### config.mk
export PLATFORM = sky130hd
export DESIGN_NAME = i2c_register_master_unit
export DESIGN_NICKNAME = d
export VERILOG_FILES = /design/src/hw/rtl/i2crm_pkg.sv /design/src/hw/rtl/i2c_register_master_unit.sv
export SDC_FILE = /design/constraint.sdc
export NUM_CORES = 1
export LEC_CHECK = 0
export BUFFER_PORTS_ARGS = -buffer_cell sky130_fd_sc_hd__buf_4
export CAP_MARGIN = 30
export CELL_PAD_IN_SITES_DETAIL_PLACEMENT = 1
export CELL_PAD_IN_SITES_GLOBAL_PLACEMENT = 2
export CORE_ASPECT_RATIO = 1.5
export CORE_UTILIZATION = 36
export DETAILED_ROUTE_END_ITERATION = 10
export GPL_TIMING_DRIVEN = 0
export PLACE_DENSITY_LB_ADDON = 0.1
export REMOVE_ABC_BUFFERS = 1
export SLEW_MARGIN = 20
export SYNTH_ARGS = -nofsm -noshare
export SYNTH_HDL_FRONTEND = slang
export SYNTH_SLANG_ARGS = --single-unit
### constraint.sdc
create_clock -name i_clk -period 5.5 [get_ports i_clk]
set_input_delay 0.275 -clock i_clk [delete_from_list [all_inputs] [get_ports i_clk]]
set_output_delay 0.275 -clock i_clk [all_outputs]
set_load 0.02 [all_outputs]
### src/hw/rtl/i2crm_pkg.sv
// Shared constants and codes of the I2C register master.
package i2crm_pkg;

    // Operation codes carried by each phase tick
    localparam logic [1:0] OP_TICK  = 2'd0;
    localparam logic [1:0] OP_WRITE = 2'd1;
    localparam logic [1:0] OP_READ  = 2'd2;

    // Configuration register indexes
    localparam int unsigned CFG_IDX_W = 2;
    localparam logic [CFG_IDX_W-1:0] CFG_ACK_POLL_LIMIT   = 2'd0;
    localparam logic [CFG_IDX_W-1:0] CFG_READ_WAIT_PHASES = 2'd1;

    // Reset values of the configuration registers
    localparam logic [7:0] ACK_POLL_LIMIT_RST   = 8'd250;
    localparam logic [7:0] READ_WAIT_PHASES_RST = 8'd16;

    // Bits per byte on the bus
    localparam logic [3:0] BITS_PER_BYTE = 4'd8;

endpackage

### src/hw/rtl/i2c_register_master_unit.sv
// I2C register master: phase sequencer with input and result registers.
//
// Each input transaction is one bus phase tick. Operation write or read starts
// a register transaction when the sequencer is idle; otherwise it is a plain
// tick. Each tick gives exactly one result transaction with the line levels to
// drive (scl, sda_out, sda_drive), busy, a done pulse with the ack error flag,
// and the byte of the last completed read.
// Channels use valid/stall; a tick is taken when i_in_valid is high and
// o_in_stall low, a result when o_out_valid is high and i_out_stall low.
// A tick lands in the input register, the sequencer step runs on it and the
// result is loaded into the output register once that slot is free or taken.
// One tick per cycle is taken while the receiver does not stall.
// When the receiver stalls, the output register holds; the input register
// holds one more tick, after which o_in_stall rises.
// Users write configuration (i_cfg_valid/o_cfg_ready) only while idle; unchecked.
// Reset (synchronous, active low) empties both registers, returns the
// sequencer to idle and loads the default poll limit and read wait.
module i2c_register_master_unit (
    input  logic       i_clk,
    input  logic       i_rst_n,
    // configuration write channel
    input  logic       i_cfg_valid,
    output logic       o_cfg_ready,
    input  logic [i2crm_pkg::CFG_IDX_W-1:0] i_cfg_index,
    input  logic [7:0] i_cfg_data,
    // tick input channel
    input  logic       i_in_valid,
    output logic       o_in_stall,
    input  logic [1:0] i_operation,
    input  logic [7:0] i_device_address,
    input  logic [7:0] i_register_address,
    input  logic [7:0] i_write_data,
    input  logic       i_sda_in,
    // result output channel
    output logic       o_out_valid,
    input  logic       i_out_stall,
    output logic       o_scl,
    output logic       o_sda_out,
    output logic       o_sda_drive,
    output logic       o_busy_res,
    output logic       o_done_res,
    output logic       o_ack_error,
    output logic [7:0] o_read_data
);

    typedef enum logic [3:0] {
        ST_IDLE, ST_START, ST_DEV, ST_ACK_DEV, ST_REG, ST_ACK_REG, ST_DATA,
        ST_ACK_DATA, ST_RSTART, ST_RDEV, ST_ACK_RDEV, ST_WAIT, ST_READ,
        ST_NACK, ST_STOP, ST_STOP_ERR
    } t_step;

    // configuration
    logic [7:0] r_ack_poll_limit;
    logic [7:0] r_read_wait;

    // input register
    logic       r_in_valid;
    logic [1:0] r_in_op;
    logic [7:0] r_in_dev;
    logic [7:0] r_in_reg;
    logic [7:0] r_in_data;
    logic       r_in_sda;

    // sequencer state
    t_step      r_step,   n_step;
    logic [1:0] r_phase,  n_phase;
    logic [3:0] r_bits,   n_bits;
    logic [7:0] r_shift,  n_shift;
    logic [7:0] r_dev,    n_dev;
    logic [7:0] r_reg,    n_reg;
    logic [7:0] r_data,   n_data;
    logic       r_is_read, n_is_read;
    logic [7:0] r_poll,   n_poll;
    logic [7:0] r_wait,   n_wait;
    logic [7:0] r_last,   n_last;

    // result register
    logic       r_out_valid;
    logic       r_scl, n_scl;
    logic       r_so, n_so;
    logic       r_dr, n_dr;
    logic       r_busy, n_busy;
    logic       r_done, n_done;
    logic       r_err, n_err;

    logic       advance;
    logic       fire;
    logic       in_take;

    // handshake: result slot frees when empty or taken
    assign advance    = !r_out_valid || !i_out_stall;
    assign fire       = r_in_valid && advance;
    assign o_in_stall = r_in_valid && !advance;
    assign in_take    = i_in_valid && !o_in_stall;
    assign o_cfg_ready = 1'b1;

    // one sequencer phase
    always_comb begin
        n_step    = r_step;
        n_phase   = r_phase;
        n_bits    = r_bits;
        n_shift   = r_shift;
        n_dev     = r_dev;
        n_reg     = r_reg;
        n_data    = r_data;
        n_is_read = r_is_read;
        n_poll    = r_poll;
        n_wait    = r_wait;
        n_last    = r_last;
        n_scl     = 1'b1;
        n_so      = 1'b1;
        n_dr      = 1'b0;
        n_done    = 1'b0;
        n_err     = 1'b0;

        // start of a transaction, only from idle
        if (r_step == ST_IDLE &&
            (r_in_op == i2crm_pkg::OP_WRITE || r_in_op == i2crm_pkg::OP_READ)) begin
            n_dev     = r_in_dev;
            n_reg     = r_in_reg;
            n_data    = r_in_data;
            n_is_read = (r_in_op == i2crm_pkg::OP_READ);
            n_step    = ST_START;
            n_phase   = 2'd0;
            n_bits    = 4'd0;
            n_poll    = 8'd0;
        end
        n_busy = (n_step != ST_IDLE);

        case (n_step)
            ST_START, ST_RSTART: begin
                n_dr = 1'b1;
                case (n_phase)
                    2'd0: begin
                        n_scl = (n_step == ST_START);
                        n_so  = 1'b1;
                    end
                    2'd1: begin
                        n_scl = 1'b1;
                        n_so  = 1'b1;
                    end
                    2'd2: begin
                        n_scl = 1'b1;
                        n_so  = 1'b0;
                    end
                    default: begin
                        n_scl = 1'b0;
                        n_so  = 1'b0;
                    end
                endcase
                if (n_phase == 2'd3) begin
                    n_shift = (n_step == ST_START) ? n_dev : n_dev + 8'd1;
                    n_step  = (n_step == ST_START) ? ST_DEV : ST_RDEV;
                    n_bits  = 4'd0;
                    n_phase = 2'd0;
                end else begin
                    n_phase = n_phase + 2'd1;
                end
            end
            ST_DEV, ST_REG, ST_DATA, ST_RDEV: begin
                n_dr  = 1'b1;
                n_so  = n_shift[7];
                n_scl = (n_phase == 2'd1);
                if (n_phase >= 2'd2) begin
                    n_shift = {n_shift[6:0], 1'b0};
                    n_bits  = n_bits + 4'd1;
                    n_phase = 2'd0;
                    if (n_bits >= i2crm_pkg::BITS_PER_BYTE) begin
                        n_poll = 8'd0;
                        case (n_step)
                            ST_DEV:  n_step = ST_ACK_DEV;
                            ST_REG:  n_step = ST_ACK_REG;
                            ST_DATA: n_step = ST_ACK_DATA;
                            default: n_step = ST_ACK_RDEV;
                        endcase
                    end
                end else begin
                    n_phase = n_phase + 2'd1;
                end
            end
            ST_ACK_DEV, ST_ACK_REG, ST_ACK_DATA, ST_ACK_RDEV: begin
                if (n_phase == 2'd0) begin
                    n_scl   = 1'b0;
                    n_phase = 2'd1;
                end else if (n_phase == 2'd1) begin
                    // poll the acknowledge while clock is high
                    n_scl = 1'b1;
                    if (!r_in_sda) begin
                        n_phase = 2'd2;
                    end else begin
                        if (n_poll != 8'hFF) begin
                            n_poll = n_poll + 8'd1;
                        end
                        if (n_poll >= r_ack_poll_limit) begin
                            n_step  = ST_STOP_ERR;
                            n_phase = 2'd0;
                        end
                    end
                end else begin
                    n_scl = 1'b0;
                    case (n_step)
                        ST_ACK_DEV: begin
                            n_step  = ST_REG;
                            n_shift = n_reg;
                            n_bits  = 4'd0;
                            n_phase = 2'd0;
                        end
                        ST_ACK_REG: begin
                            if (n_is_read) begin
                                n_step  = ST_RSTART;
                                n_phase = 2'd0;
                            end else begin
                                n_step  = ST_DATA;
                                n_shift = n_data;
                                n_bits  = 4'd0;
                                n_phase = 2'd0;
                            end
                        end
                        ST_ACK_DATA: begin
                            n_step  = ST_STOP;
                            n_phase = 2'd0;
                        end
                        default: begin
                            // read address acknowledged
                            if (r_read_wait == 8'd0) begin
                                n_step  = ST_READ;
                                n_shift = 8'd0;
                                n_bits  = 4'd0;
                                n_phase = 2'd0;
                            end else begin
                                n_wait  = r_read_wait;
                                n_step  = ST_WAIT;
                                n_phase = 2'd0;
                            end
                        end
                    endcase
                end
            end
            ST_WAIT: begin
                n_scl  = 1'b0;
                n_wait = n_wait - 8'd1;
                if (n_wait == 8'd0) begin
                    n_step  = ST_READ;
                    n_shift = 8'd0;
                    n_bits  = 4'd0;
                    n_phase = 2'd0;
                end
            end
            ST_READ: begin
                n_scl = (n_phase == 2'd1);
                if (n_phase == 2'd1) begin
                    n_shift = {n_shift[6:0], r_in_sda};
                end
                if (n_phase >= 2'd2) begin
                    n_bits  = n_bits + 4'd1;
                    n_phase = 2'd0;
                    if (n_bits >= i2crm_pkg::BITS_PER_BYTE) begin
                        n_last = n_shift;
                        n_step = ST_NACK;
                    end
                end else begin
                    n_phase = n_phase + 2'd1;
                end
            end
            ST_NACK: begin
                n_dr  = 1'b1;
                n_scl = (n_phase == 2'd1);
                if (n_phase >= 2'd2) begin
                    n_step  = ST_STOP;
                    n_phase = 2'd0;
                end else begin
                    n_phase = n_phase + 2'd1;
                end
            end
            ST_STOP, ST_STOP_ERR: begin
                n_dr = 1'b1;
                if (n_phase == 2'd0) begin
                    n_scl   = 1'b0;
                    n_so    = 1'b0;
                    n_phase = 2'd1;
                end else if (n_phase == 2'd1) begin
                    n_scl   = 1'b1;
                    n_so    = 1'b0;
                    n_phase = 2'd2;
                end else begin
                    n_done  = 1'b1;
                    n_err   = (n_step == ST_STOP_ERR);
                    n_step  = ST_IDLE;
                    n_phase = 2'd0;
                end
            end
            default: begin
                n_scl = 1'b1;
                n_so  = 1'b1;
                n_dr  = 1'b0;
            end
        endcase
    end

    // state, input register, result register and configuration
    always_ff @(posedge i_clk) begin
        if (!i_rst_n) begin
            r_ack_poll_limit <= i2crm_pkg::ACK_POLL_LIMIT_RST;
            r_read_wait      <= i2crm_pkg::READ_WAIT_PHASES_RST;
            r_in_valid       <= 1'b0;
            r_out_valid      <= 1'b0;
            r_step           <= ST_IDLE;
            r_phase          <= 2'd0;
            r_bits           <= 4'd0;
            r_shift          <= 8'd0;
            r_dev            <= 8'd0;
            r_reg            <= 8'd0;
            r_data           <= 8'd0;
            r_is_read        <= 1'b0;
            r_poll           <= 8'd0;
            r_wait           <= 8'd0;
            r_last           <= 8'd0;
        end else begin
            if (i_cfg_valid && o_cfg_ready) begin
                case (i_cfg_index)
                    i2crm_pkg::CFG_ACK_POLL_LIMIT:   r_ack_poll_limit <= i_cfg_data;
                    i2crm_pkg::CFG_READ_WAIT_PHASES: r_read_wait      <= i_cfg_data;
                    default: ;
                endcase
            end
            if (in_take) begin
                r_in_op   <= i_operation;
                r_in_dev  <= i_device_address;
                r_in_reg  <= i_register_address;
                r_in_data <= i_write_data;
                r_in_sda  <= i_sda_in;
            end
            if (!o_in_stall) begin
                r_in_valid <= i_in_valid;
            end
            if (advance) begin
                r_out_valid <= fire;
            end
            if (fire) begin
                r_step    <= n_step;
                r_phase   <= n_phase;
                r_bits    <= n_bits;
                r_shift   <= n_shift;
                r_dev     <= n_dev;
                r_reg     <= n_reg;
                r_data    <= n_data;
                r_is_read <= n_is_read;
                r_poll    <= n_poll;
                r_wait    <= n_wait;
                r_last    <= n_last;
                r_scl     <= n_scl;
                r_so      <= n_so;
                r_dr      <= n_dr;
                r_busy    <= n_busy;
                r_done    <= n_done;
                r_err     <= n_err;
            end
        end
    end

    assign o_out_valid = r_out_valid;
    assign o_scl       = r_scl;
    assign o_sda_out   = r_so;
    assign o_sda_drive = r_dr;
    assign o_busy_res  = r_busy;
    assign o_done_res  = r_done;
    assign o_ack_error = r_err;
    assign o_read_data = r_last;

    // a done pulse always falls inside a busy transaction
    a_done_busy: assert property (@(posedge i_clk) disable iff (!i_rst_n)
        r_out_valid && r_done |-> r_busy)
        else $error("done result without busy");

    // the error flag only appears with done
    a_err_done: assert property (@(posedge i_clk) disable iff (!i_rst_n)
        r_out_valid && r_err |-> r_done)
        else $error("ack error without done");

    // the sequencer only advances on a processed tick
    a_step_hold: assert property (@(posedge i_clk) disable iff (!i_rst_n)
        !fire |=> $stable(r_step) && $stable(r_phase))
        else $error("sequencer moved without a tick");

    // a result that finishes a transaction leaves the sequencer idle
    a_done_idle: assert property (@(posedge i_clk) disable iff (!i_rst_n)
        fire && n_done |=> r_step == ST_IDLE)
        else $error("sequencer not idle after stop");

endmodule
After elaboration in Yosys (flattened, before gate mapping). Index checks and enable logic that the tools add are counted.

Add/subtract/negate cells: 5. Reduce and logical (&&, ||, !) cells: 36. Eq/ne operators: 32. Mux-type cells: 83. $lt $le $gt $ge: 3. Bitwise gates (word level): 1.

Operator list (number): $mux 8 (27); $mux 4 (24); $pmux 8 s5 (1); $pmux 4 s3 (3); $eq 4x4->1 const B (8); $pmux 8 s2 (2); $pmux 4 s7 (1); $pmux 8 s3 (1); $mux 2 (10); $add 8x1->8 const B (2); $eq 4x3->1 const B (4); $logic_not 8->1 (2); $ne 2x2->1 const B (8); $pmux 4 s4 (1); $pmux 2 s5 (1); $reduce_and 10->1 (1); $reduce_or 9->1 (1); $eq 4x2->1 const B (2); $ge 8x8->1 (1); $mux 1 (8); $ne 8x8->1 const B (1); $reduce_and 2->1 (4); $reduce_or 2->1 (4); $reduce_or 4->1 (2); other kinds (28) (41).

Flip-flop bits (word level): 118. Output and inout bits: 17. Input port bits: 42. Word-level logic and storage cells: 186.

Longest topological paths before layout. Gate-level depths: netlist of the first run.

Word-level depth: 16. Mapped depth: 21. Mapped depth without buffers: 19.

Worst setup path after synthesis of the first run. OpenSTA, ideal clock, no wires.

Path type: register to register. Start point: register r_step[1]. End point: register r_step[0]. Period minus slack after synthesis: 4.211 ns. Path buffers: 4. Cell stages (with the launch flop): 22. Arrival: 4.075 ns. Path slack: 1.289 ns. Cells stage by stage: dfxtp_1 -> clkbuf_1 -> buf_2 -> nor3_1 -> nand2_1 -> clkbuf_1 -> clkbuf_1 -> and2_1 -> ha_1 -> and4_1 -> and4_1 -> nor3_1 -> nand3_1 -> xor2_1 -> nor2_1 -> ha_1 -> a21oi_1 -> o21ai_0 -> a311oi_1 -> nor3_1 -> o32ai_1 -> a211oi_1.

Cells in the longest elaborated chain, start to end: 15.

RTL lines: start, declared (line i2c_register_master_unit.sv:65) `t_step r_step, n_step;`; start signal, assigned (line i2c_register_master_unit.sv:340) `r_step <= n_step;`; $logic_not 4->1 (line i2c_register_master_unit.sv:117) `if (r_step == ST_IDLE &&`; $logic_and 1x1->1 (line i2c_register_master_unit.sv:117); $mux 8 (line i2c_register_master_unit.sv:117); $add 8x1->8 or $ne 8x8->1 (tied branches) (line i2c_register_master_unit.sv:192, i2c_register_master_unit.sv:191); $mux 8 (line i2c_register_master_unit.sv:191) `if (n_poll != 8'hFF) begin`; $mux 8 (line i2c_register_master_unit.sv:188) `if (!r_in_sda) begin`; $mux 8 (line i2c_register_master_unit.sv:185) `end else if (n_phase == 2'd1) begin`; $mux 8 (line i2c_register_master_unit.sv:182) `if (n_phase == 2'd0) begin`; $mux 8 (line i2c_register_master_unit.sv:130) `case (n_step)`; $ge 8x8->1 (line i2c_register_master_unit.sv:194) `if (n_poll >= r_ack_poll_limit) begin`; $mux 4 (line i2c_register_master_unit.sv:194); $mux 4 (line i2c_register_master_unit.sv:188); $mux 4 (line i2c_register_master_unit.sv:185); $mux 4 (line i2c_register_master_unit.sv:182); $pmux 4 s7 * (line i2c_register_master_unit.sv:130).

Every way passes the cells marked *; elsewhere a longest branch is shown, timed or not. The select of a mux whose other input is x is not followed. A chain may end at the register's enable or synchronous reset.

Worst setup path in the final report of the first run.
Start point: register r_in_op[0]. End point: register r_step[1].

Cells in the longest elaborated chain, start to end: 16.

RTL lines: start, declared (line i2c_register_master_unit.sv:58) `logic [1:0] r_in_op;`; start signal, assigned (line i2c_register_master_unit.sv:327) `r_in_op <= i_operation;`; $eq 2x1->1 or $eq 2x2->1 (tied branches) (line i2c_register_master_unit.sv:118, i2c_register_master_unit.sv:122); $logic_or 1x1->1 (line i2c_register_master_unit.sv:118) `(r_in_op == i2crm_pkg::OP_WRITE || r_in_op == i2crm_pkg::OP_READ)) begin`; $logic_and 1x1->1 (line i2c_register_master_unit.sv:117); $mux 8 (line i2c_register_master_unit.sv:117); $add 8x1->8 or $ne 8x8->1 (tied branches) (line i2c_register_master_unit.sv:192, i2c_register_master_unit.sv:191); $mux 8 (line i2c_register_master_unit.sv:191); $mux 8 (line i2c_register_master_unit.sv:188); $mux 8 (line i2c_register_master_unit.sv:185); $mux 8 (line i2c_register_master_unit.sv:182); $mux 8 (line i2c_register_master_unit.sv:130); $ge 8x8->1 (line i2c_register_master_unit.sv:194); $mux 4 (line i2c_register_master_unit.sv:194); $mux 4 (line i2c_register_master_unit.sv:188); $mux 4 (line i2c_register_master_unit.sv:185); $mux 4 (line i2c_register_master_unit.sv:182); $pmux 4 s7 * (line i2c_register_master_unit.sv:130).

Marks and branches as above.

==> results of run 1 <==
## cells by family (layout without fill, tap and decap cells)
group / after synthesis / in the layout / synth area share [%]
other: 1 / 1 / 0.0588
muxes: 33 / 33 / 5.22
xor gates and xnor gates: 14 / 14 / 1.92
DFF: 118 / 118 / 42.2
AOI/OAI and AO/OA: 218 / 218 / 21.8
adders and majority gates: 18 / 18 / 3.53
and+or+nand+nor: 280 / 280 / 20.5
buffers and inverters: 72 / 119 / 4.77
## final timing paths
check	startpoint	endpoint	slack (ns)
max	r_in_op[0]	r_step[1]	0.40
min	i_write_data[4]	r_in_data[4]	0.02
max reg2reg	r_in_op[0]	r_step[1]	0.40
min reg2reg	r_data[7]	r_data[7]	0.45
## stage by stage
stage / power, uW / hold WS [ns] / setup TNS, ns / std cells / cell area [um^2]
2_1_floorplan: 1130 / 0.337 / 0 / 705 / 6160
3_3_place_gp: 1240 / 0.442 / -11.45 / 975 / 6850
3_5_place_dp: 1250 / 0.450 / -0.215 / 978 / 6930
4_1_cts: 2360 / 0.0109 / 0 / 1010 / 7510
5_1_grt: 2430 / 0.00723 / 0 / 1014 / 7580
6_report: 2340 / 0.0234 / 0 / 1014 / 7580
## routing by layer
layer  share of wire, %  global-route usage [%]  wire, um  up-vias
met5                  0                       0         0        -
met4                4.9                    15.1       995        0
met3                3.0                    3.89       600       51
met2                 55                    42.5     11000      121
met1                 37                    22.5      7570     2855
li1                   -                       -         -     2813
## synthesized netlist by cell type (5+ instances only)
library cell	count	area (um^2)
sky130_fd_sc_hd__o31ai_1	6	45.0
sky130_fd_sc_hd__nand3_1	18	90.1
sky130_fd_sc_hd__ha_1	18	225
sky130_fd_sc_hd__nor2b_1	5	31.3
sky130_fd_sc_hd__nor3_1	20	100
sky130_fd_sc_hd__o211ai_1	11	82.6
sky130_fd_sc_hd__nor2_1	63	236
sky130_fd_sc_hd__inv_1	21	78.8
sky130_fd_sc_hd__xor2_1	5	43.8
sky130_fd_sc_hd__a21oi_1	78	390
sky130_fd_sc_hd__xnor2_1	9	78.8
sky130_fd_sc_hd__nand2_1	115	432
sky130_fd_sc_hd__nor4_1	6	37.5
sky130_fd_sc_hd__and2_1	7	43.8
sky130_fd_sc_hd__o22ai_1	7	43.8
sky130_fd_sc_hd__a221oi_1	7	61.3
sky130_fd_sc_hd__o21ai_0	41	205
sky130_fd_sc_hd__mux2i_1	31	310
sky130_fd_sc_hd__a22oi_1	8	60.1
sky130_fd_sc_hd__a21o_1	6	45.0
sky130_fd_sc_hd__buf_2	5	25.0
sky130_fd_sc_hd__nand4_1	10	62.6
sky130_fd_sc_hd__edfxtp_1	33	991
sky130_fd_sc_hd__dfxtp_1	85	1700
sky130_fd_sc_hd__clkbuf_1	32	120
sky130_fd_sc_hd__buf_1	6	22.5
sky130_fd_sc_hd__nand2b_1	9	56.3
sky130_fd_sc_hd__a211oi_1	18	135
## power groups by stage
stage	clock network (uW)	registers (uW)	logic, uW
global placement	0	971	265
finish	1110	945	290
floorplan	0	964	162
detailed placement	0	973	275
CTS	1130	954	277
global route	1170	948	315
## final cells by class
cell class	count	area share, %
tap	213	3.52
inverter	23	1.17
timing repair buffer	64	6.95
multi-input combinational	564	45.1
sequential	118	35.5
clock buffer	21	6.08
clock inverter	11	1.65
## cells in the final DEF (no fill, tap or decap), types with 11 or more instances in the layout
cell / Yosys / routed
sky130_fd_sc_hd__a21oi_1: 78 / 78
sky130_fd_sc_hd__o21ai_0: 41 / 41
sky130_fd_sc_hd__inv_1: 21 / 21
sky130_fd_sc_hd__a211oi_1: 18 / 18
sky130_fd_sc_hd__nand3_1: 18 / 18
sky130_fd_sc_hd__dfxtp_1: 85 / 85
sky130_fd_sc_hd__nor3_1: 20 / 18
sky130_fd_sc_hd__o211ai_1: 11 / 11
sky130_fd_sc_hd__edfxtp_1: 33 / 33
sky130_fd_sc_hd__buf_4: 3 / 58
sky130_fd_sc_hd__ha_1: 18 / 18
sky130_fd_sc_hd__clkbuf_16: 0 / 17
sky130_fd_sc_hd__nand2_1: 115 / 114
sky130_fd_sc_hd__mux2i_1: 31 / 31
sky130_fd_sc_hd__nor2_1: 63 / 61
## worst reg2reg max path, delay by kind of cell, from the launching register on
family                   cells  cell delay, ns
adder cells (fa/ha/maj)      3            0.98
AO/OA/AOI/OAI                5            0.92
buffers and inverters        1            0.04
flip-flops                   1            0.32
XOR/XNOR                     1            0.15
AND/OR/NAND/NOR              9            2.58
==> results_tabular.tex, run 1 <==
\begin{tabular}{lr}
\hline
Metric & Value \\
\hline
\multicolumn{2}{l}{\textbf{Status}} \\
\quad Result of the run & complete, no violations \\
\multicolumn{2}{l}{\textbf{Clock tree}} \\
\quad Clk Tree Root Cell & sky130\_fd\_sc\_hd\_\_clkbuf\_16 \\
\quad \# hold bufs at CTS & 0 \\
\quad TritonCTS clock tree & yes \\
\quad Cts repair resizes & 1 \\
\quad Clock H-tree levels & 4 \\
\quad Longest Clk Path Bufs & 2 \\
\quad Clock edge transition at the registers on the reported setup and hold paths & 0.06 ns \\
\quad TritonCTS Buffers & 17 \\
\quad Buffer count from post-CTS setup fixing & 0 \\
\quad Number of clock sinks seen by CTS & 118 \\
\quad Worst skew pair latency & 0.42 ns \\
\multicolumn{2}{l}{\textbf{Logic synthesis}} \\
\quad Share of flip-flops with an asynchronous set or reset after synthesis & 0\% \\
\quad Syn avg cell area & 8.45 um\^{}2 \\
\quad Count of cell types in the netlist & 71 \\
\quad Post-synthesis sequential area ratio & 42.2\% \\
\quad Prevailing post-synth register cell & sky130\_fd\_sc\_hd\_\_dfxtp\_1 \\
\quad Yosys warning count & 0 \\
\quad Cell count after synthesis & 754 \\
\quad Number of enable-type register cells in the synthesized netlist & 33 \\
\quad Count of state elements after synthesis & 118 \\
\quad Synthesized area & 6370 um\^{}2 \\
\multicolumn{2}{l}{\textbf{STA}} \\
\quad Total setup violations reported at the end of the flow & 0 \\
\quad RSZ-0062 raised after global routing & false \\
\quad Worst-case setup margin in the final layout & 0.397 ns \\
\quad Final period util & 92.8\% \\
\quad Final Slew Violations & 0 \\
\quad Maximum clock rate & 0.196 GHz \\
\quad Pin slew with the least headroom to its limit & 0.907 ns \\
\quad Clock Skews & 0.0101 ns \\
\quad Remaining max-slew budget at the tightest pin & 39.4\% \\
\quad Hold Fails Final Rpt & 0 \\
\quad Minimum clock period & 5.10 ns \\
\multicolumn{2}{l}{\textbf{GRT}} \\
\quad Via count of the first global-routing pass & 6119 \\
\quad Total GRT Usage & 22.5\% \\
\quad Antenna violations before repair & 0 \\
\quad Remaining global-route overflow & 0 \\
\quad Maximum number of pins on one net before global-route repair & 69 \\
\quad First-pass GRT wire length & 31.8 mm \\
\multicolumn{2}{l}{\textbf{Setup path}} \\
\quad Crit path max fanout & 20 \\
\quad Critical path class & reg -> reg \\
\quad Worst path arrival time & 5.44 ns \\
\quad Kind of end point of the critical path & register \\
\quad Slowest stage cell on the critical path & sky130\_fd\_sc\_hd\_\_nor3\_1 \\
\quad Required time at the endpoint of the critical path & 5.84 ns \\
\quad Maximum cell stage delay along the critical path & 0.58 ns \\
\quad Cells along the critical path & inv\_1, ha\_1, nor2\_1, nand2\_2, and2\_1, ha\_1, and4\_1, and4\_1, nor3\_2, nand3\_1, xor2\_1, nor2\_1, ha\_1, a21oi\_1, o21ai\_0, a311oi\_1, nor3\_1, o21ai\_0, a211oi\_1 \\
\quad Number of cells on the critical path & 19 \\
\quad Element type at the critical path start & register \\
\quad Top Family by Delay on Critical Path & simple AND/OR/NAND/NOR gates \\
\quad Count of buffering cells on the critical path with inverters included & 1 \\
\quad Depth of the most critical reg-to-reg path & 19 \\
\quad Most frequent cell on the critical path & sky130\_fd\_sc\_hd\_\_ha\_1 \\
\multicolumn{2}{l}{\textbf{Placement}} \\
\quad Total of buffers placed on input and output ports & 57 \\
\quad Final GP Congestion & 0.841 \\
\quad Post-detailed-placement half-perimeter wirelength & 14.6 mm \\
\quad Setup WS pre-CTS & -0.121 ns \\
\multicolumn{2}{l}{\textbf{Floorplan}} \\
\quad Floorplan die area & 18300 um\^{}2 \\
\quad Placement row count & 59 \\
\quad Horiz. Die Dim & 111 um \\
\quad Io pins & 59 \\
\quad Initial cell density of the core & 36.7\% \\
\quad Floorplan core area & 17300 um\^{}2 \\
\quad Die span in y & 165 um \\
\multicolumn{2}{l}{\textbf{Finish}} \\
\quad Register Area & 2690 um\^{}2 \\
\quad Layout fillers & 2043 \\
\quad Core utilization of the finished layout & 43.7\% \\
\quad \# diodes & 0 \\
\quad Layout area overhead & 18.9\% \\
\quad Proportion of layout cells with a drive suffix above 1 & 13.9\% \\
\quad Area taken by multi-input logic gates & 3420 um\^{}2 \\
\quad Final net count & 848 \\
\multicolumn{2}{l}{\textbf{Power and ir drop}} \\
\quad Share of total power in sequential cells & 40.3\% \\
\quad Switch share & 26.7\% \\
\quad Switching power & 625 uW \\
\quad PwrDens & 309 nW/um\^{}2 \\
\quad Clock network fraction of total power & 47.3\% \\
\quad Static leakage & 0.00278 uW \\
\quad Total internal power & 1720 uW \\
\quad IR Drop Worst-Case VDD & 0.203 mV \\
\quad Proportion of power drawn by combinational gates & 12.4\% \\
\multicolumn{2}{l}{\textbf{Routing}} \\
\quad Number of routed nets with antenna violations & 0 \\
\quad Post-detailed-route DRC marker count & 0 \\
\quad Vias after detailed routing & 5840 \\
\quad Detailed-router iteration count before antenna repair & 6 \\
\quad Post-DR vias/cell & 5.76 \\
\quad DRC marker count from the first detailed-route iteration & 278 \\
\quad Wire length per cell & 19.9 um \\
\quad Final Routed Wirelength & 20.2 mm \\
\multicolumn{2}{l}{\textbf{Flow run}} \\
\quad Total of max-cap violations & 0 \\
\multicolumn{2}{l}{\textbf{Hold path}} \\
\quad Count of cells along the worst hold path & 1 \\
\quad Classification of the worst-slack hold path & in -> reg \\
\hline
\end{tabular}
No activity file was read; power rests on OpenSTA's default activity.
==> run 2: changes to the inputs <==
--- a/config.mk
+++ b/config.mk
@@ -7,7 +7,7 @@
 export LEC_CHECK = 0
 export BUFFER_PORTS_ARGS = -buffer_cell sky130_fd_sc_hd__buf_4
 export CAP_MARGIN = 30
-export CELL_PAD_IN_SITES_DETAIL_PLACEMENT = 1
+export CELL_PAD_IN_SITES_DETAIL_PLACEMENT = 0
 export CELL_PAD_IN_SITES_GLOBAL_PLACEMENT = 2
 export CORE_ASPECT_RATIO = 1.5
 export CORE_UTILIZATION = 36
==> results_tabular.tex, run 2 (synthesized netlist as in run 1, its figures left out) <==
\begin{tabular}{lr}
\hline
Metric & Value \\
\hline
\multicolumn{2}{l}{\textbf{Finish}} \\
\quad \# diodes & 0 \\
\quad Most frequent cells in the layout & 114 x sky130\_fd\_sc\_hd\_\_nand2\_1, 85 x sky130\_fd\_sc\_hd\_\_dfxtp\_1, 78 x sky130\_fd\_sc\_hd\_\_a21oi\_1, 61 x sky130\_fd\_sc\_hd\_\_nor2\_1, 58 x sky130\_fd\_sc\_hd\_\_buf\_4 \\
\quad Most common cell after layout, fill and taps aside & sky130\_fd\_sc\_hd\_\_nand2\_1 \\
\quad Core utilization of the finished layout & 43.7\% \\
\quad Layout area overhead & 19.0\% \\
\quad Area taken by multi-input logic gates & 3420 um\^{}2 \\
\quad Final instance area & 7590 um\^{}2 \\
\quad Proportion of layout cells with a drive suffix above 1 & 13.9\% \\
\quad Register Area & 2690 um\^{}2 \\
\quad Final net count & 853 \\
\quad Layout fillers & 1724 \\
\multicolumn{2}{l}{\textbf{GRT}} \\
\quad Antenna violations before repair & 0 \\
\quad Via count of the first global-routing pass & 5561 \\
\quad Maximum number of pins on one net before global-route repair & 69 \\
\quad Total GRT Usage & 21.2\% \\
\quad Remaining global-route overflow & 0 \\
\quad First-pass GRT wire length & 29.8 mm \\
\multicolumn{2}{l}{\textbf{STA}} \\
\quad Maximum clock rate & 0.203 GHz \\
\quad Clock Skews & 0.0155 ns \\
\quad Total setup violations reported at the end of the flow & 0 \\
\quad Worst-case setup margin in the final layout & 0.576 ns \\
\quad Hold Fails Final Rpt & 0 \\
\quad Remaining max-slew budget at the tightest pin & 43.2\% \\
\quad Pin slew with the least headroom to its limit & 0.850 ns \\
\quad Final Slew Violations & 0 \\
\quad Final period util & 89.5\% \\
\quad RSZ-0062 raised after global routing & false \\
\quad Minimum clock period & 4.92 ns \\
\multicolumn{2}{l}{\textbf{Setup path}} \\
\quad Most frequent cell on the critical path & sky130\_fd\_sc\_hd\_\_ha\_1 \\
\quad Slowest stage cell on the critical path & sky130\_fd\_sc\_hd\_\_nor3\_1 \\
\quad Count of buffering cells on the critical path with inverters included & 0 \\
\quad Cells along the critical path & ha\_1, nor2\_1, nand2\_2, and2\_1, ha\_1, and4\_1, and4\_1, nor3\_2, nand3\_1, xor2\_1, nor2\_1, ha\_1, a21oi\_1, o21ai\_0, a311oi\_1, nor3\_1, o21ai\_0, a211oi\_1 \\
\quad Required time at the endpoint of the critical path & 5.83 ns \\
\quad Maximum cell stage delay along the critical path & 0.57 ns \\
\quad Top Family by Delay on Critical Path & simple AND/OR/NAND/NOR gates \\
\quad Kind of end point of the critical path & register \\
\quad Critical path class & reg -> reg \\
\quad Worst path arrival time & 5.26 ns \\
\quad Element type at the critical path start & register \\
\quad Crit path max fanout & 20 \\
\multicolumn{2}{l}{\textbf{Placement}} \\
\quad Setup WS pre-CTS & -0.0150 ns \\
\quad Post-detailed-placement half-perimeter wirelength & 13.3 mm \\
\quad Final GP Congestion & 0.841 \\
\quad Total of buffers placed on input and output ports & 57 \\
\quad Area after detailed placement & 6930 um\^{}2 \\
\multicolumn{2}{l}{\textbf{Clock tree}} \\
\quad TritonCTS clock tree & yes \\
\quad Clk Tree Root Cell & sky130\_fd\_sc\_hd\_\_clkbuf\_16 \\
\quad Number of clock sinks seen by CTS & 118 \\
\quad Worst skew pair latency & 0.43 ns \\
\quad Clock edge transition at the registers on the reported setup and hold paths & 0.06 ns \\
\quad TritonCTS Buffers & 17 \\
\quad Buffer count from post-CTS setup fixing & 0 \\
\quad Longest Clk Path Bufs & 2 \\
\quad Clock H-tree levels & 4 \\
\multicolumn{2}{l}{\textbf{Routing}} \\
\quad Wire length per cell & 18.2 um \\
\quad Number of routed nets with antenna violations & 0 \\
\quad Post-detailed-route DRC marker count & 0 \\
\quad DRC marker count from the first detailed-route iteration & 382 \\
\quad Post-DR vias/cell & 5.66 \\
\quad Vias after detailed routing & 5764 \\
\quad Final Routed Wirelength & 18.6 mm \\
\quad Detailed-router iteration count before antenna repair & 5 \\
\multicolumn{2}{l}{\textbf{Flow run}} \\
\quad Total of max-cap violations & 0 \\
\multicolumn{2}{l}{\textbf{Hold path}} \\
\quad Classification of the worst-slack hold path & in -> reg \\
\multicolumn{2}{l}{\textbf{Power and ir drop}} \\
\quad Static leakage & 0.00278 uW \\
\quad PwrDens & 298 nW/um\^{}2 \\
\quad Total power of the final layout & 2260 uW \\
\quad IR Drop Worst-Case VDD & 0.220 mV \\
\multicolumn{2}{l}{\textbf{Floorplan}} \\
\quad Horiz. Die Dim & 111 um \\
\quad Die span in y & 165 um \\
\quad Placement row count & 59 \\
\quad Initial cell density of the core & 36.7\% \\
\quad Io pins & 59 \\
\quad Floorplan core area & 17300 um\^{}2 \\
\quad Floorplan die area & 18300 um\^{}2 \\
\multicolumn{2}{l}{\textbf{Status}} \\
\quad Result of the run & complete, no violations \\
\hline
\end{tabular}
[run 2: cell count changes in the layout (fill, tap and decap cells not counted), sizes merged]
cell	before	now
bufinv	2	0
clkbuf	21	17
clkinv	3	6
clkinvlp	5	3
dlygate4sd3	0	5
inv	24	29
[run 2: worst register-to-register path, cell delays in order, from the launching register on]
cell and delay [ns]:
sky130_fd_sc_hd__edfxtp_1 0.36, sky130_fd_sc_hd__ha_1 0.42, sky130_fd_sc_hd__nor2_1 0.22, sky130_fd_sc_hd__nand2_2 0.32
sky130_fd_sc_hd__and2_1 0.33, sky130_fd_sc_hd__ha_1 0.23, sky130_fd_sc_hd__and4_1 0.24, sky130_fd_sc_hd__and4_1 0.27
sky130_fd_sc_hd__nor3_2 0.37, sky130_fd_sc_hd__nand3_1 0.14, sky130_fd_sc_hd__xor2_1 0.14, sky130_fd_sc_hd__nor2_1 0.05
sky130_fd_sc_hd__ha_1 0.30, sky130_fd_sc_hd__a21oi_1 0.06, sky130_fd_sc_hd__o21ai_0 0.28, sky130_fd_sc_hd__a311oi_1 0.10
sky130_fd_sc_hd__nor3_1 0.57, sky130_fd_sc_hd__o21ai_0 0.17, sky130_fd_sc_hd__a211oi_1 0.25
[run 2: where the power goes]
group          internal, uW  total (uW)  switching (uW)
combinational           106         288             182
clock                   583        1030             443
sequential              923         944            21.1
total                  1610        2260             646
[run 2: final cells by class]
type                       instances  share of cell area, %
clock buffer                      17                   5.61
clock inverter                    15                   1.57
inverter                          23                   1.17
multi-input combinational        564                   45.1
sequential                       118                   35.5
tap                              213                   3.51
timing repair buffer              69                   7.60
[run 2: final timing paths]
check             slack, ns  cells past startpoint            start            to
hold reg to reg        0.45                      2         r_reg[5]      r_reg[5]
hold / removal         0.02                      1  i_write_data[2]  r_in_data[2]
setup / recovery       0.58                     18       r_in_op[1]     r_step[1]
setup reg to reg       0.58                     18       r_in_op[1]     r_step[1]
[run 2: metrics by stage]
| stage | hold WS [ns] | std cells | TNS (ns) |
|---|---|---|---|
| finish | 0.0154 | 1019 | 0 |
| floorplan | 0.337 | 705 | 0 |
| global placement | 0.442 | 975 | -11.45 |
| detailed placement | 0.446 | 978 | -0.0208 |
| global route | 0.00176 | 1019 | 0 |
| CTS | 0.00334 | 1010 | 0 |
[run 2: timing repair]
item,4_1_cts,5_1_grt
pin swaps,0,0
hold buffers,0,5
endpoints found under the hold margin,0,5
setup endpoints to repair,2,1
resized for setup,1,1
[run 2: layer usage]
metal | track usage [%] | vias up | routed length, um
li1 | - | 2820 | -
met1 | 21.9 | 2750 | 7070
met3 | 4.07 | 43 | 705
met5 | 0 | - | 0
met2 | 39.8 | 151 | 10000
met4 | 12.2 | 0 | 765
==> run 3: changes to the inputs <==
--- a/config.mk
+++ b/config.mk
@@ -14,6 +14,7 @@
 export DETAILED_ROUTE_END_ITERATION = 10
 export GPL_TIMING_DRIVEN = 0
 export PLACE_DENSITY_LB_ADDON = 0.1
+export RECOVER_POWER = 100
 export REMOVE_ABC_BUFFERS = 1
 export SLEW_MARGIN = 20
 export SYNTH_ARGS = -nofsm -noshare
==> results_tabular.tex, run 3 (synthesized netlist as in run 1, its figures left out) <==
\begin{tabular}{lr}
\hline
Metric & Value \\
\hline
\multicolumn{2}{l}{\textbf{Status}} \\
\quad Result of the run & complete, but fails checks \\
\quad Failing checks & max-capacitance violations, max-slew violations \\
\multicolumn{2}{l}{\textbf{Finish}} \\
\quad Final instance area & 7500 um\^{}2 \\
\quad Final net count & 853 \\
\quad Layout area overhead & 17.6\% \\
\quad Register Area & 2690 um\^{}2 \\
\quad \# diodes & 0 \\
\quad Area taken by multi-input logic gates & 3400 um\^{}2 \\
\quad Proportion of layout cells with a drive suffix above 1 & 11.2\% \\
\quad Most frequent cells in the layout & 114 x sky130\_fd\_sc\_hd\_\_nand2\_1, 85 x sky130\_fd\_sc\_hd\_\_dfxtp\_1, 78 x sky130\_fd\_sc\_hd\_\_a21oi\_1, 62 x sky130\_fd\_sc\_hd\_\_nor2\_1, 41 x sky130\_fd\_sc\_hd\_\_o21ai\_0 \\
\quad Layout fillers & 1746 \\
\quad Most common cell after layout, fill and taps aside & sky130\_fd\_sc\_hd\_\_nand2\_1 \\
\multicolumn{2}{l}{\textbf{STA}} \\
\quad Clock Skews & 0.0154 ns \\
\quad Pin slew with the least headroom to its limit & 2.77 ns \\
\quad Total setup violations reported at the end of the flow & 0 \\
\quad RSZ-0062 raised after global routing & false \\
\quad Min Hold Slack & 0.0362 ns \\
\quad Maximum clock rate & 0.199 GHz \\
\quad Hold Fails Final Rpt & 0 \\
\quad Final Slew Violations & 114 \\
\quad Remaining max-slew budget at the tightest pin & -85.3\% \\
\quad Minimum clock period & 5.03 ns \\
\quad Final period util & 91.4\% \\
\quad Worst-case setup margin in the final layout & 0.473 ns \\
\multicolumn{2}{l}{\textbf{Clock tree}} \\
\quad Number of clock sinks seen by CTS & 118 \\
\quad TritonCTS clock tree & yes \\
\quad TritonCTS Buffers & 17 \\
\quad Clk Tree Root Cell & sky130\_fd\_sc\_hd\_\_clkbuf\_16 \\
\quad Clock edge transition at the registers on the reported setup and hold paths & 0.06 ns \\
\quad Worst skew pair latency & 0.43 ns \\
\quad Clock H-tree levels & 4 \\
\quad Buffer count from post-CTS setup fixing & 0 \\
\quad Longest Clk Path Bufs & 2 \\
\multicolumn{2}{l}{\textbf{GRT}} \\
\quad Antenna violations before repair & 0 \\
\quad Maximum number of pins on one net before global-route repair & 69 \\
\quad Total GRT Usage & 21.2\% \\
\quad Remaining global-route overflow & 0 \\
\quad Via count of the first global-routing pass & 5561 \\
\quad First-pass GRT wire length & 29.8 mm \\
\multicolumn{2}{l}{\textbf{Setup path}} \\
\quad Required time at the endpoint of the critical path & 5.76 ns \\
\quad Kind of end point of the critical path & register \\
\quad Depth of the most critical reg-to-reg path & 18 \\
\quad Top Family by Delay on Critical Path & simple AND/OR/NAND/NOR gates \\
\quad Critical path class & reg -> reg \\
\quad Maximum cell stage delay along the critical path & 0.57 ns \\
\quad Cells along the critical path & ha\_1, nor2\_1, nand2\_2, and2\_0, ha\_1, and4\_1, and4\_1, nor3\_2, nand3\_1, xor2\_1, nor2\_1, ha\_1, a21oi\_1, o21ai\_0, a311oi\_1, nor3\_1, o21ai\_0, a211oi\_1 \\
\quad Startpoint of the worst-slack reg-to-reg timing path & r\_in\_op[1] \\
\quad Element type at the critical path start & register \\
\quad Count of buffering cells on the critical path with inverters included & 0 \\
\quad Slowest stage cell on the critical path & sky130\_fd\_sc\_hd\_\_nor3\_1 \\
\quad Crit path max fanout & 20 \\
\quad Most frequent cell on the critical path & sky130\_fd\_sc\_hd\_\_ha\_1 \\
\quad Endpoint of the worst register-to-register path & r\_step[1] \\
\quad Worst-case register-to-register setup slack & 0.47 ns \\
\quad Worst path arrival time & 5.29 ns \\
\multicolumn{2}{l}{\textbf{Floorplan}} \\
\quad Placement row count & 59 \\
\quad Die span in y & 165 um \\
\quad Horiz. Die Dim & 111 um \\
\quad Io pins & 59 \\
\quad Initial cell density of the core & 36.7\% \\
\quad Floorplan core area & 17300 um\^{}2 \\
\quad Floorplan die area & 18300 um\^{}2 \\
\multicolumn{2}{l}{\textbf{Power and ir drop}} \\
\quad Switch share & 28.7\% \\
\quad Clock network fraction of total power & 45.6\% \\
\quad Static leakage & 0.00269 uW \\
\quad Proportion of power drawn by combinational gates & 12.6\% \\
\quad Total internal power & 1610 uW \\
\quad PwrDens & 301 nW/um\^{}2 \\
\quad Switching power & 648 uW \\
\quad Share of total power in sequential cells & 41.8\% \\
\quad IR Drop Worst-Case VDD & 0.221 mV \\
\multicolumn{2}{l}{\textbf{Placement}} \\
\quad Final GP Congestion & 0.841 \\
\quad Total of buffers placed on input and output ports & 57 \\
\quad Post-detailed-placement half-perimeter wirelength & 13.3 mm \\
\quad Area after detailed placement & 6930 um\^{}2 \\
\quad Setup WS pre-CTS & -0.0150 ns \\
\multicolumn{2}{l}{\textbf{Routing}} \\
\quad Final Routed Wirelength & 18.6 mm \\
\quad DRC marker count from the first detailed-route iteration & 369 \\
\quad Detailed-router iteration count before antenna repair & 5 \\
\quad Post-DR vias/cell & 5.62 \\
\quad Number of routed nets with antenna violations & 0 \\
\quad Post-detailed-route DRC marker count & 0 \\
\quad Wire length per cell & 18.2 um \\
\quad Vias after detailed routing & 5728 \\
\multicolumn{2}{l}{\textbf{Hold path}} \\
\quad Count of cells along the worst hold path & 1 \\
\quad Source of the worst hold timing path & i\_write\_data[2] \\
\quad Classification of the worst-slack hold path & in -> reg \\
\quad Hold Crit Endpoint & r\_in\_data[2] \\
\multicolumn{2}{l}{\textbf{Flow run}} \\
\quad Total of max-cap violations & 3 \\
\hline
\end{tabular}
==> run 3: cell types whose count changed in the layout (fill, tap and decap cells not counted), moves of 3 or more <==
cell / delta
sky130_fd_sc_hd__and2_0: +3
sky130_fd_sc_hd__clkbuf_4: +26
sky130_fd_sc_hd__and2_1: -3
sky130_fd_sc_hd__buf_4: -45
sky130_fd_sc_hd__clkbuf_1: +19
==> run 3: worst register-to-register path: cells and delay by family (launching register included) <==
| family | cells | cell delay, ns |
|---|---|---|
| xor gates and xnor gates | 1 | 0.14 |
| adders and majority gates | 3 | 0.96 |
| and+or+nand+nor | 9 | 2.51 |
| DFF | 1 | 0.36 |
| AOI/OAI and AO/OA | 5 | 0.86 |
==> run 3: layout make-up <==
type | instances | share of cell area (%)
Clock buffer | 17 | 5.67
Clock inverter | 15 | 1.59
Multi-Input combinational cell | 564 | 45.4
Tap cell | 213 | 3.55
Timing Repair Buffer | 69 | 6.74
Inverter | 23 | 1.17
Sequential cell | 118 | 35.9
==> run 3: how the worst max path moves through the flow <==
stage	startpoint	to	slack, ns	cells past startpoint
5_1_grt	r_in_op[1]	r_step[1]	0.17	18
3_5_place_dp	r_step[0]	r_step[0]	-0.02	17
4_1_cts	r_step[0]	r_step[0]	0.22	17
2_1_floorplan	r_step[0]	r_step[0]	0.87	13
6_report	r_in_op[1]	r_step[1]	0.47	18
3_3_place_gp	r_step[0]	r_step[0]	-1.27	13
==> run 3: what timing repair did <==
action                                  CTS  global route
resized for setup                         1             1
hold buffers                              0             5
gates cloned                              0             0
endpoints found under the setup margin    2             1
hold endpoints to repair                  0             5
==> run 3: layer usage <==
metal	share of wire (%)	vias up	routed length, um	GRT usage, %
li1	-	2825	-	-
met1	38	2706	6980	21.9
met4	4.2	0	774	12.2
met3	4.2	42	787	4.07
met2	54	155	10000	39.8
met5	0	-	0	0
==> run 3: power groups by stage <==
stage                     clock, uW  combinational, uW  sequential [uW]
after global routing           1090                311              948
after global placement            0                265              971
final                          1030                284              945
after detailed placement          0                272              971
after CTS                      1050                273              953
after floorplan                   0                162              964
==> run 3: through the flow <==
stage	total power, uW	cells	setup TNS (ns)	util [%]
3_5_place_dp	1240	978	-0.0208	39.9
5_1_grt	2350	1019	0	43.2
4_1_cts	2280	1010	0	43.1
6_report	2260	1019	0	43.2
3_3_place_gp	1240	975	-11.45	39.5
2_1_floorplan	1130	705	0	-
